[src/rtl/base64_line_wrap_encoder_defines.svh]
// Assertion macros shared by the encoder modules.
`ifndef BASE64_LINE_WRAP_ENCODER_DEFINES_SVH
`define BASE64_LINE_WRAP_ENCODER_DEFINES_SVH

// Same-cycle implication, disabled while reset is asserted.
`define B64LW_ASSERT_NOW(label, clk, rst_n, ante, cons) \
	label: assert property (@(posedge clk) disable iff (!(rst_n)) (ante) |-> (cons)) \
		else $error("b64lw assertion failed");

// Next-cycle implication, disabled while reset is asserted.
`define B64LW_ASSERT_NEXT(label, clk, rst_n, ante, cons) \
	label: assert property (@(posedge clk) disable iff (!(rst_n)) (ante) |=> (cons)) \
		else $error("b64lw assertion failed");

`endif

[src/rtl/b64lw_pkg.sv]
`timescale 1ns / 1ps
`default_nettype none
package b64lw_pkg;

	localparam int LINE_BYTES = 57;
	localparam int LINE_CNT_W = 7;
	localparam int MAX_CHARS = 5;
	localparam int CNT_W = 3;
	localparam int QDEPTH = 2;
	localparam int QPTR_W = $clog2(QDEPTH);
	localparam int QCNT_W = $clog2(QDEPTH + 1);

	localparam logic [7:0] CHAR_PAD = 8'h3D;
	localparam logic [7:0] CHAR_NL = 8'h0A;

	typedef enum logic [1:0] {
		PHASE_0 = 2'd0,
		PHASE_1 = 2'd1,
		PHASE_2 = 2'd2
	} phase_t;

	// One input byte's worth of output characters.
	typedef struct packed {
		logic [MAX_CHARS-1:0][7:0] chars;
		logic [CNT_W-1:0]          count;
		logic                      fin;
	} job_t;

	function automatic logic [7:0] sym(input logic [5:0] v);
		logic [7:0] r;
		if (v < 6'd26) begin
			r = 8'h41 + {2'b00, v};
		end else if (v < 6'd52) begin
			r = 8'h61 + {2'b00, v - 6'd26};
		end else if (v < 6'd62) begin
			r = 8'h30 + {2'b00, v - 6'd52};
		end else if (v == 6'd62) begin
			r = 8'h2B;
		end else begin
			r = 8'h2F;
		end
		return r;
	endfunction

endpackage
`default_nettype wire

[src/rtl/b64lw_front.sv]
`timescale 1ns / 1ps
`default_nettype none
`include "base64_line_wrap_encoder_defines.svh"
module b64lw_front (
	input  wire logic           clk,
	input  wire logic           arst_n,
	input  wire logic           wrap_en,
	input  wire logic           push,
	input  wire logic [7:0]     data_byte,
	input  wire logic           final_byte,
	output b64lw_pkg::job_t     job
);

	b64lw_pkg::phase_t                   phase_q, phase_d;
	logic [3:0]                          carry_q, carry_d;
	logic [b64lw_pkg::LINE_CNT_W-1:0]    line_cnt_q, line_cnt_d, cnt_inc;

	always_comb begin
		cnt_inc = line_cnt_q + 1'b1;
		line_cnt_d = cnt_inc;
		phase_d = phase_q;
		carry_d = carry_q;
		job = '0;
		job.fin = final_byte;
		case (phase_q)
			b64lw_pkg::PHASE_1: begin
				job.chars[0] = b64lw_pkg::sym({carry_q[1:0], data_byte[7:4]});
				job.count = 3'd1;
				carry_d = data_byte[3:0];
				phase_d = b64lw_pkg::PHASE_2;
				if (final_byte) begin
					job.chars[1] = b64lw_pkg::sym({data_byte[3:0], 2'b00});
					job.chars[2] = b64lw_pkg::CHAR_PAD;
					job.chars[3] = b64lw_pkg::CHAR_NL;
					job.count = wrap_en ? 3'd4 : 3'd3;
				end
			end
			b64lw_pkg::PHASE_2: begin
				job.chars[0] = b64lw_pkg::sym({carry_q, data_byte[7:6]});
				job.chars[1] = b64lw_pkg::sym(data_byte[5:0]);
				job.chars[2] = b64lw_pkg::CHAR_NL;
				job.count = 3'd2;
				carry_d = 4'd0;
				phase_d = b64lw_pkg::PHASE_0;
				if (cnt_inc >= b64lw_pkg::LINE_CNT_W'(b64lw_pkg::LINE_BYTES)) begin
					line_cnt_d = '0;
					if (wrap_en) begin
						job.count = 3'd3;
					end
				end else if (final_byte && wrap_en) begin
					job.count = 3'd3;
				end
			end
			default: begin
				job.chars[0] = b64lw_pkg::sym(data_byte[7:2]);
				job.count = 3'd1;
				carry_d = {2'b00, data_byte[1:0]};
				phase_d = b64lw_pkg::PHASE_1;
				if (final_byte) begin
					job.chars[1] = b64lw_pkg::sym({data_byte[1:0], 4'b0000});
					job.chars[2] = b64lw_pkg::CHAR_PAD;
					job.chars[3] = b64lw_pkg::CHAR_PAD;
					job.chars[4] = b64lw_pkg::CHAR_NL;
					job.count = wrap_en ? 3'd5 : 3'd4;
				end
			end
		endcase
		if (final_byte) begin
			phase_d = b64lw_pkg::PHASE_0;
			carry_d = 4'd0;
			line_cnt_d = '0;
		end
	end

	always_ff @(posedge clk or negedge arst_n) begin
		if (!arst_n) begin
			phase_q <= b64lw_pkg::PHASE_0;
			carry_q <= 4'd0;
			line_cnt_q <= '0;
		end else if (push) begin
			phase_q <= phase_d;
			carry_q <= carry_d;
			line_cnt_q <= line_cnt_d;
		end
	end

	`B64LW_ASSERT_NEXT(a_fin_clears, clk, arst_n, push && final_byte,
		phase_q == b64lw_pkg::PHASE_0 && carry_q == 4'd0 && line_cnt_q == '0)
	`B64LW_ASSERT_NOW(a_line_bound, clk, arst_n, 1'b1,
		line_cnt_q < b64lw_pkg::LINE_CNT_W'(b64lw_pkg::LINE_BYTES + 2))
	`B64LW_ASSERT_NOW(a_count_range, clk, arst_n, push,
		job.count != 3'd0 && job.count <= 3'd5)

endmodule
`default_nettype wire

[src/rtl/b64lw_fifo.sv]
`timescale 1ns / 1ps
`default_nettype none
`include "base64_line_wrap_encoder_defines.svh"
module b64lw_fifo (
	input  wire logic           clk,
	input  wire logic           arst_n,
	input  wire logic           push,
	input  wire b64lw_pkg::job_t wr_job,
	input  wire logic           pop,
	output b64lw_pkg::job_t     rd_job,
	output logic                full,
	output logic                empty
);

	b64lw_pkg::job_t                   mem_q [b64lw_pkg::QDEPTH];
	logic [b64lw_pkg::QPTR_W-1:0]      wr_ptr_q, rd_ptr_q;
	logic [b64lw_pkg::QCNT_W-1:0]      count_q;

	assign full = count_q == b64lw_pkg::QCNT_W'(b64lw_pkg::QDEPTH);
	assign empty = count_q == '0;
	assign rd_job = mem_q[rd_ptr_q];

	always_ff @(posedge clk) begin
		if (push) begin
			mem_q[wr_ptr_q] <= wr_job;
		end
	end

	always_ff @(posedge clk or negedge arst_n) begin
		if (!arst_n) begin
			wr_ptr_q <= '0;
			rd_ptr_q <= '0;
			count_q <= '0;
		end else begin
			if (push) begin
				wr_ptr_q <= (wr_ptr_q == b64lw_pkg::QPTR_W'(b64lw_pkg::QDEPTH - 1)) ?
					'0 : wr_ptr_q + 1'b1;
			end
			if (pop) begin
				rd_ptr_q <= (rd_ptr_q == b64lw_pkg::QPTR_W'(b64lw_pkg::QDEPTH - 1)) ?
					'0 : rd_ptr_q + 1'b1;
			end
			if (push && !pop) begin
				count_q <= count_q + 1'b1;
			end else if (pop && !push) begin
				count_q <= count_q - 1'b1;
			end
		end
	end

	`B64LW_ASSERT_NOW(a_no_overflow, clk, arst_n, 1'b1,
		count_q <= b64lw_pkg::QCNT_W'(b64lw_pkg::QDEPTH))
	`B64LW_ASSERT_NOW(a_no_underflow, clk, arst_n, pop, !empty)
	`B64LW_ASSERT_NEXT(a_push_lands, clk, arst_n, push && !pop && !full, !empty)

endmodule
`default_nettype wire

[src/rtl/b64lw_back.sv]
`timescale 1ns / 1ps
`default_nettype none
`include "base64_line_wrap_encoder_defines.svh"
module b64lw_back (
	input  wire logic           clk,
	input  wire logic           arst_n,
	input  wire b64lw_pkg::job_t head,
	input  wire logic           head_valid,
	output logic                pop,
	output logic                out_valid,
	input  wire logic           out_stall,
	output logic [7:0]          out_char,
	output logic                run_last,
	output logic                message_end
);

	logic [b64lw_pkg::CNT_W-1:0] idx_q;
	logic                        out_valid_q, run_last_q, message_end_q;
	logic [7:0]                  out_char_q;
	logic                        load, take, last;

	assign load = !out_valid_q || !out_stall;
	assign take = load && head_valid;
	assign last = idx_q == head.count - 1'b1;
	assign pop = take && last;

	assign out_valid = out_valid_q;
	assign out_char = out_char_q;
	assign run_last = run_last_q;
	assign message_end = message_end_q;

	always_ff @(posedge clk) begin
		if (take) begin
			out_char_q <= head.chars[idx_q];
			run_last_q <= last;
			message_end_q <= last && head.fin;
		end
	end

	always_ff @(posedge clk or negedge arst_n) begin
		if (!arst_n) begin
			out_valid_q <= 1'b0;
			idx_q <= '0;
		end else begin
			if (load) begin
				out_valid_q <= head_valid;
			end
			if (take) begin
				idx_q <= last ? '0 : idx_q + 1'b1;
			end
		end
	end

	`B64LW_ASSERT_NOW(a_idx_in_job, clk, arst_n, head_valid, idx_q < head.count)
	`B64LW_ASSERT_NOW(a_end_is_last, clk, arst_n, out_valid_q && message_end_q, run_last_q)
	`B64LW_ASSERT_NEXT(a_idx_restart, clk, arst_n, pop, idx_q == '0)

endmodule
`default_nettype wire

[src/rtl/base64_line_wrap_encoder.sv]
// Each byte's characters pass through the job queue and the output register before they are offered.
// Throughput: one character per cycle while out_stall is low; a byte yields one to five
// characters, four for every three bytes on average, a little more with newlines.
// A two-entry queue lets input beats continue while the output side is stalled.
// Reset (arst_n low, asynchronous): group state cleared, queue empty, wrap off.
`timescale 1ns / 1ps
`default_nettype none
module base64_line_wrap_encoder (
	input  wire logic       clk,
	input  wire logic       arst_n,
	input  wire logic       cfg_wr_en,
	input  wire logic       cfg_wr_data,
	input  wire logic       in_valid,
	output logic            in_stall,
	input  wire logic [7:0] data_byte,
	input  wire logic       final_byte,
	output logic            out_valid,
	input  wire logic       out_stall,
	output logic [7:0]      out_char,
	output logic            run_last,
	output logic            message_end
);

	logic            wrap_enable_q;
	logic            push, pop, full, empty;
	b64lw_pkg::job_t wr_job, rd_job;

	always_ff @(posedge clk or negedge arst_n) begin
		if (!arst_n) begin
			wrap_enable_q <= 1'b0;
		end else if (cfg_wr_en) begin
			wrap_enable_q <= cfg_wr_data;
		end
	end

	assign in_stall = full;
	assign push = in_valid && !full;

	b64lw_front u_front (
		.clk        (clk),
		.arst_n     (arst_n),
		.wrap_en    (wrap_enable_q),
		.push       (push),
		.data_byte  (data_byte),
		.final_byte (final_byte),
		.job        (wr_job)
	);

	b64lw_fifo u_fifo (
		.clk    (clk),
		.arst_n (arst_n),
		.push   (push),
		.wr_job (wr_job),
		.pop    (pop),
		.rd_job (rd_job),
		.full   (full),
		.empty  (empty)
	);

	b64lw_back u_back (
		.clk         (clk),
		.arst_n      (arst_n),
		.head        (rd_job),
		.head_valid  (!empty),
		.pop         (pop),
		.out_valid   (out_valid),
		.out_stall   (out_stall),
		.out_char    (out_char),
		.run_last    (run_last),
		.message_end (message_end)
	);

endmodule
`default_nettype wire

[config.mk]
export PLATFORM = sky130hd
export DESIGN_NAME = base64_line_wrap_encoder
export DESIGN_NICKNAME = d
export VERILOG_FILES = /design/src/rtl/b64lw_pkg.sv /design/src/rtl/b64lw_front.sv /design/src/rtl/b64lw_fifo.sv /design/src/rtl/b64lw_back.sv /design/src/rtl/base64_line_wrap_encoder.sv
export VERILOG_INCLUDE_DIRS = /design/src /design/src/rtl
export SDC_FILE = /design/constraint.sdc
export NUM_CORES = 1
export LEC_CHECK = 0
export ABC_CLOCK_PERIOD_IN_PS = 2200
export BUFFER_PORTS_ARGS = -buffer_cell sky130_fd_sc_hd__buf_2
export CORE_ASPECT_RATIO = 1.75
export CORE_MARGIN = 5
export CORE_UTILIZATION = 57
export DETAILED_ROUTE_END_ITERATION = 12
export HOLD_SLACK_MARGIN = 0.03
export PLACE_DENSITY = 0.84
export SETUP_SLACK_MARGIN = 0.2
export SLEW_MARGIN = 20
export SYNTH_ARGS = -nofsm -noshare
export SYNTH_HDL_FRONTEND = slang
export SYNTH_SLANG_ARGS = --single-unit
export TNS_END_PERCENT = 10
[constraint.sdc]
create_clock -name clk -period 2.2 [get_ports clk]
set_input_delay 0.11 -clock clk [delete_from_list [all_inputs] [get_ports clk]]
set_output_delay 0.11 -clock clk [all_outputs]
set_load 0.01 [all_outputs]
; After elaboration in Yosys (flattened, before gate mapping)
; Memories as Yosys holds them, arrays and structs flattened.
; Index checks and enable logic that the tools add are counted.
[op_classes]
addsub = 37
multipliers = 0
div = 0
magnitude_cmp = 20
n_eq_ne = 8
shifts = 0
n_mux = 50
bitwise = 0
n_reduce_logical = 17
[op_table]
columns = operator, count
row1 = 2-to-1 mux 8 bit, 19
row2 = "adder 7 x 6 -> 8 bit, first input constant", 12
row3 = "< comparator 6 bit, second input constant", 12
row4 = one-hot mux 27 bit (2 select lines), 1
row5 = "adder 6 x 6 -> 7 bit, first input constant", 6
row6 = "< comparator 6 x 5 -> 1 bit, second input constant", 6
row7 = "subtractor 6 x 5 -> 6 bit, second input constant", 6
row8 = "subtractor 6 bit, second input constant", 6
row9 = 2-to-1 mux 28 bit, 1
row10 = 2-to-1 mux 3 bit, 9
row11 = binary-select mux 8 bit (select 3 bit), 1
row12 = "equality test 6 bit, second input constant", 4
row13 = 2-to-1 mux 7 bit, 3
row14 = 2-to-1 mux 20 bit, 1
row15 = one-hot mux 8 bit (2 select lines), 1
row16 = 2-to-1 mux 4 bit, 2
row17 = one-hot mux 4 bit (2 select lines), 1
row18 = "adder 7 x 1 -> 7 bit, second input constant", 1
row19 = ">= comparator 7 x 6 -> 1 bit, second input constant", 1
row20 = logical AND 1 bit, 7
row21 = 2-to-1 mux 1 bit, 7
row22 = zero test 1 bit, 6
row23 = 2-to-1 mux 2 bit, 3
row24 = "equality test 2 bit, second input constant", 2
row25 = other kinds (13), 14
[totals]
regBits = 32
latchBits = 0
ram_bits = 80
mem_bits_ro = 0
word_cells = 145
mem_count = 1
[mem_list]
columns = memory, depth, width, read_ports, rd_ports_with_merged_regs, wr, line
row1 = u_fifo.mem_q, 2, 40, 1, 0, 1, b64lw_fifo.sv:15  ; b64lw_pkg::job_t mem_q [b64lw_pkg::QDEPTH];

; Longest topological paths before layout
[depth]
depth_word = 7
ltp_mapped = 12
ltp_nobuf = 10

; Modules after synthesis
; Synthesis repeated with hierarchy kept, for this count alone.
[unflattened]
hier_cells = 682
area_unflattened_um2 = 8029.0
[modules_own_cells]
columns = module, n_inst, cells_each, area_each_um2, seq_area_each_um2
row1 = b64lw_fifo, 1, 153, 3562.2, 2742.6
row2 = b64lw_front, 1, 449, 3493.4, 325.3
row3 = b64lw_back, 1, 76, 923.4, 400.4
row4 = base64_line_wrap_encoder, 1, 4, 50.0, 25.0

; Least setup slack after synthesis
; Ideal clock, no wire load.
[synth_timing]
kind = register to register
startpoint = register u_fifo.rd_ptr_q
endpoint = register u_fifo.count_q[1] (netlist bit)
setup_ns = 0.079
t_arrival_ns = 2.348
required_ns = 2.121
setup_slack_ns = -0.227
stages_incl_launch_ff = 13
path_buffers = 2
path_cell_list = dfrtp_1 -> buf_4 -> buf_2 -> mux2i_1 -> ha_1 -> xor2_1 -> xnor2_1 -> nor3_4 -> nand2_1 -> ha_1 -> xor2_1 -> nor2_1 -> xor2_1
[synth_between]
elab_chain_len = 7
elab_cells_between_ends = 9
classes_between = add/sub: 1 / eq/ne: 1 / mux: 1 / reduce/logical: 5 / memory: 1
[synth_lines]
columns = item, line
row1 = "start, declared", b64lw_fifo.sv:16  ; logic [b64lw_pkg::QPTR_W-1:0] wr_ptr_q, rd_ptr_q;
row2 = "start signal, assigned", b64lw_fifo.sv:40  ; rd_ptr_q <= (rd_ptr_q == b64lw_pkg::QPTR_W'(b64lw_pkg::QDEPTH - 1)) ?
row3 = memory (2 x 40 bit) *, -
row4 = subtractor 3 x 1 -> 3 bit *, b64lw_back.sv:24  ; assign last = idx_q == head.count - 1'b1;
row5 = equality test 3 bit *, b64lw_back.sv:24
row6 = net u_back.last, b64lw_back.sv:20  ; logic load, take, last;
row7 = logical AND 1 bit *, b64lw_back.sv:25  ; assign pop = take && last;
row8 = zero test 1 bit, b64lw_fifo.sv:43  ; if (push && !pop) begin
row9 = logical AND 1 bit, b64lw_fifo.sv:43
row10 = 2-to-1 mux 2 bit / nonzero test 2 bit (equally long branches), -
row11 = "end signal, assigned", b64lw_fifo.sv:44  ; count_q <= count_q + 1'b1;
row12 = "end signal, assigned", b64lw_fifo.sv:46  ; count_q <= count_q - 1'b1;
row13 = "end, declared", b64lw_fifo.sv:17  ; logic [b64lw_pkg::QCNT_W-1:0] count_q;
; The timed path passes the listed nets; every way through them passes the cells marked *.
; A chain may end at the register's enable or synchronous reset.

; Final worst setup path
; Ends and elaborated chain as after synthesis.

==> metrics.txt <==
# TYPE chip_impl_metric gauge
chip_impl_metric{name="power_frac_comb",unit="%"} 51.0
chip_impl_metric{name="final_antenna_net_count",unit=""} 0
chip_impl_metric{name="initial_antenna_violation_count",unit=""} 0
chip_impl_metric{name="internal_power",unit="mW"} 5.48
chip_impl_metric{name="synth_fp_nets",unit=""} 655
chip_impl_metric{name="power.share.clock",unit="%"} 17.4
chip_impl_metric{name="timing.hold.worst_path_depth",unit=""} 1
chip_impl_metric{name="wirelength_met1",unit="um"} 6000
chip_impl_metric{name="fin_setup_tns",unit="ns"} -0.0109
chip_impl_metric{name="row_count",unit=""} 49
chip_impl_metric{name="detailroute.wirelength.met3",unit="um"} 694
chip_impl_metric{name="regToRegSetupSlack",unit="ns"} -0.01
chip_impl_metric{name="hold_ws",unit="ns"} 0.215
chip_impl_metric{name="fp.coreArea",unit="mm2"} 0.0103
chip_impl_metric{name="syn_area_per_cell",unit="um2"} 10.1
chip_impl_metric{name="buffer_ports.inserted",unit=""} 26
chip_impl_metric{name="max_freq",unit="GHz"} 0.452
chip_impl_metric{name="drt-vias-per-instance",unit=""} 6.39
chip_impl_metric{name="chipHeight",unit="um"} 146
chip_impl_info{name="cpMaxStageDelayCell",value="dfrtp_2"} 1
chip_impl_metric{name="die_w",unit="um"} 87.6
chip_impl_info{name="failing_checks",value="negative setup slack"} 1
chip_impl_info{name="start_kind",value="register"} 1
chip_impl_info{name="worst_setup_path_end_kind",value="register"} 1
chip_impl_metric{name="netlist_instances",unit=""} 592
chip_impl_metric{name="syn-cell-area",unit="mm2"} 0.00600
chip_impl_metric{name="worstPathArrival",unit="ns"} 2.47
chip_impl_info{name="outcome",value="finished, violations left"} 1
chip_impl_metric{name="worst-r2r-cell-count",unit=""} 10
chip_impl_metric{name="post_synthesis_sequential_element_count",unit=""} 82
chip_impl_metric{name="count_of_tritonroute_iterations_in_the_first_routing_pass",unit=""} 7
chip_impl_metric{name="dieArea",unit="mm2"} 0.0128
chip_impl_metric{name="yosysWarningCount",unit=""} 0
chip_impl_metric{name="worst_path_fanout_max",unit=""} 4
chip_impl_metric{name="worst-endpoint-required",unit="ns"} 2.45
chip_impl_metric{name="period_minus_slack",unit="ns"} 2.21
chip_impl_info{name="top_signal_layer_used",value="met4"} 1
chip_impl_info{name="min_path_type",value="in2reg"} 1
chip_impl_metric{name="finalWorstSetupSlack",unit="ns"} -0.0109
chip_impl_metric{name="num-nets-final",unit=""} 751
chip_impl_metric{name="max_cap_viol_count",unit=""} 0
chip_impl_metric{name="relSlewSlack",unit="%"} 62.7
chip_impl_metric{name="timing_max_transition_violations_final",unit=""} 0
chip_impl_metric{name="wire_length_of_the_first_global_routing_pass",unit="um"} 26800
chip_impl_metric{name="postRouteWirelength",unit="um"} 17000
chip_impl_metric{name="met2RoutedLength",unit="um"} 9400
chip_impl_metric{name="setup_viol",unit=""} 1
chip_impl_metric{name="detailroute.via_count",unit=""} 5241
chip_impl_metric{name="timing_worst_slew_pin_value",unit="ns"} 0.560
chip_impl_metric{name="fraction_of_final_layout_cells_sized_beyond_drive_strength_1",unit="%"} 30.6
chip_impl_metric{name="finalWeightedCongestion",unit=""} 1.04
chip_impl_metric{name="drc",unit=""} 0
chip_impl_metric{name="tritoncts.num_buffers",unit=""} 9
chip_impl_metric{name="min_period_over_period",unit="%"} 100
chip_impl_metric{name="globalRoute.totalOverflow",unit=""} 0
chip_impl_metric{name="clk_pin_slew",unit="ns"} 0.06
chip_impl_metric{name="initial_standard_cell_utilization_of_the_core",unit="%"} 58.3
chip_impl_metric{name="leakage",unit="nW"} 3.02
chip_impl_info{name="critPathKind",value="reg2reg"} 1
chip_impl_metric{name="detailed_place.area",unit="mm2"} 0.00677
chip_impl_metric{name="routed_wire_length_per_instance",unit="um"} 20.7
chip_impl_metric{name="power.switching_fraction",unit="%"} 38.8
chip_impl_metric{name="top_level_ports",unit=""} 27
chip_impl_info{name="tritoncts",value="done"} 1
chip_impl_metric{name="fin_worst_skew",unit="ns"} 0.00842
chip_impl_info{name="grt_setup_unrepaired",value="true"} 1
chip_impl_metric{name="clock_tree.buffer_depth",unit=""} 2
chip_impl_metric{name="pin_count_of_the_biggest_net_entering_global_routing",unit=""} 26
chip_impl_metric{name="final_design_area_no_fill",unit="mm2"} 0.00753
chip_impl_metric{name="final_hold_viol_count",unit=""} 0
chip_impl_metric{name="synth_edf_count",unit=""} 60
chip_impl_metric{name="vias_in_the_first_global_route",unit=""} 5261
chip_impl_metric{name="clk_latency_worst_skew_pair",unit="ns"} 0.34
chip_impl_metric{name="synth_async_sr_flop_share",unit="%"} 26.8
chip_impl_info{name="clk_root_buffer_cell",value="clkbuf_16"} 1
chip_impl_metric{name="max_stage_delay",unit="ns"} 0.44
chip_impl_metric{name="dpl.hpwl",unit="um"} 12700
chip_impl_metric{name="yosys.cell_types.count",unit=""} 77
chip_impl_metric{name="p_seq_share",unit="%"} 31.7
chip_impl_metric{name="drt_first_iter_violations",unit=""} 353
chip_impl_metric{name="diodes",unit=""} 0
chip_impl_info{name="postSynth.topFlopCell",value="edfxtp_1"} 1
chip_impl_info{name="most_frequent_cell_on_the_critical_path",value="xor2_2"} 1
chip_impl_metric{name="tritoncts_num_sinks",unit=""} 82
chip_impl_metric{name="power_per_cell_area",unit="mW/mm2"} 1190
chip_impl_info{name="crit_chain",value="mux2i_4 > ha_2 > xor2_2 > xnor2_2 > nor3_4 > nand2_2 > ha_4 > xor2_2 > nor2_2 > xor2_1"} 1
chip_impl_metric{name="worst_vdd_ir",unit="uV"} 1160
chip_impl_metric{name="synth.yosys.seq_area_share",unit="%"} 39.2
chip_impl_metric{name="ctsHtreeMaxLevel",unit=""} 3
chip_impl_metric{name="area_growth_syn_to_layout",unit="%"} 25.5
chip_impl_metric{name="overall_routing_resource_usage",unit="%"} 26.8
chip_impl_metric{name="power.switching",unit="mW"} 3.47
## kinds of logic after synthesis
kind of cell	synth area share, %
AO/OA/AOI/OAI	18.6
XOR/XNOR	7.86
adder cells (fa/ha/maj)	10.0
buffers and inverters	4.79
flip-flops	39.2
multiplexers	5.42
AND/OR/NAND/NOR	14.2
## metal layers
metal | track usage (%) | up-vias
met1 | 29.1 | 2543
met3 | 2.89 | 78
met4 | 14.1 | 0
met5 | 0 | -
met2 | 49.1 | 230
li1 | - | 2390
## worst max-delay path: cells and delay by family, from the launching register on
kind	cells	cell delay, ns
DFF	1	0.44
and+or+nand+nor	3	0.46
adders and majority gates	2	0.38
muxes	1	0.27
xor gates and xnor gates	4	0.58
## path summary, 6_finish.rpt
kind | to | from
max reg2reg | u_fifo.count_q[1] | u_fifo.rd_ptr_q
max in group asynchronous | u_fifo.rd_ptr_q | arst_n
min | u_fifo.mem_q[1][0] | final_byte
min in group asynchronous | u_front.carry_q[1] | arst_n
min reg2reg | u_back.out_valid | u_back.out_valid
max | u_fifo.count_q[1] | u_fifo.rd_ptr_q
## repair_timing
action                                  in CTS  in global routing
setup buffers                                2                  2
pin swaps                                   22                 31
cloned                                       0                  0
hold buffers                                 4                  0
endpoints found under the hold margin       24                  0
endpoints found under the setup margin      32                 39
resized for setup                           49                 33
## sequential cells by signal, summed over array words and instances (netlist names)
name and cells:
u_fifo.mem_q 50, u_back.out_char 8, u_front.line_cnt_q 7, u_front.carry_q 4, u_back.idx_q 3, u_fifo.count_q 2, u_front.phase_q 2, u_back.message_end 1
u_back.out_valid 1, u_back.run_last 1, u_fifo.rd_ptr_q 1, u_fifo.wr_ptr_q 1, wrap_enable_q 1
## power by group through the flow
stage / clock network [mW] / registers, mW / logic (mW)
final: 1.55 / 2.83 / 4.56
after global routing: 1.63 / 2.88 / 4.91
after CTS: 1.57 / 2.80 / 4.26
after detailed placement: 0 / 2.81 / 3.97
after global placement: 0 / 2.76 / 3.81
after floorplan: 0 / 2.72 / 2.69
## placed cells by master (no fill, tap or decap), types with 3 or more instances in the layout
cell type      Yosys  final
nor2_2             0      4
dfrtp_2            0      4
o22ai_1            6      6
xor2_1            15     13
edfxtp_1          60     60
ha_4               0      7
o31ai_1            3      3
o211ai_1           7      7
buf_4              4     82
xnor2_1           37     32
nor2_1            26     22
clkbuf_16          0      9
inv_1             30     27
nor2b_1           14     13
o21ai_0           28     25
a221oi_1           4      3
mux2i_1           10      9
buf_6              3      5
a221o_1            3      3
nor3b_1            3      3
a211oi_1           7      7
nand2b_1          15     14
a31oi_1            9      7
mux4_2             9      9
o31a_1             3      3
buf_2             11     26
ha_2               0      3
ha_1              48     38
or2_2              3      3
dfrtp_1           22     18
nand4_1            4      4
nand3_1           16     15
nor3_1            10      8
or3_1              7      6
dlygate4sd3_1      0      4
a21oi_1           38     35
a21o_1             8      8
o211a_1            3      3
nand2_1           49     47
xnor2_2            1      6
## synthesized netlist by cell type (4+ instances only)
cell / n / area [um2]
buf_4: 4 / 30.0
buf_2: 11 / 55.1
clkbuf_1: 11 / 41.3
o221ai_1: 4 / 35.0
ha_1: 48 / 601
dfrtp_1: 22 / 551
nor2b_1: 14 / 87.6
nand4_1: 4 / 25.0
mux4_2: 9 / 203
mux2i_1: 10 / 100
nand2_1: 49 / 184
a221oi_1: 4 / 35.0
nor3_1: 10 / 50.1
xor2_1: 15 / 131
nand3_1: 16 / 80.1
nand2b_1: 15 / 93.8
or3_1: 7 / 43.8
xnor2_1: 37 / 324
a31oi_1: 9 / 56.3
nor2_1: 26 / 97.6
a211oi_1: 7 / 52.6
o21ai_0: 28 / 140
o311ai_0: 5 / 43.8
edfxtp_1: 60 / 1800
o22ai_1: 6 / 37.5
a21oi_1: 38 / 190
inv_1: 30 / 113
o211ai_1: 7 / 52.6
a21o_1: 8 / 60.1
## metrics by stage
| stage | total power, mW | cells | setup slack (ns) | util (%) |
|---|---|---|---|---|
| floorplan | 5.41 | 592 | -0.0850 | - |
| global placement | 6.57 | 796 | -0.0883 | 65.7 |
| detailed placement | 6.78 | 796 | -0.144 | 65.7 |
| CTS | 8.63 | 818 | -0.0686 | 71.4 |
| global route | 9.42 | 820 | -0.106 | 73.1 |
| finish | 8.95 | 820 | -0.0109 | 73.1 |
## cell type report
type | count | area [um2]
clock buffer | 10 | 229
clock inverter | 6 | 81.3
fill | 704 | 2770
inverter | 31 | 126
multi-input combinational | 447 | 3740
sequential | 82 | 2360
tap | 127 | 159
timing repair buffer | 117 | 842
Note: power is estimated with default switching activity, not from simulation.
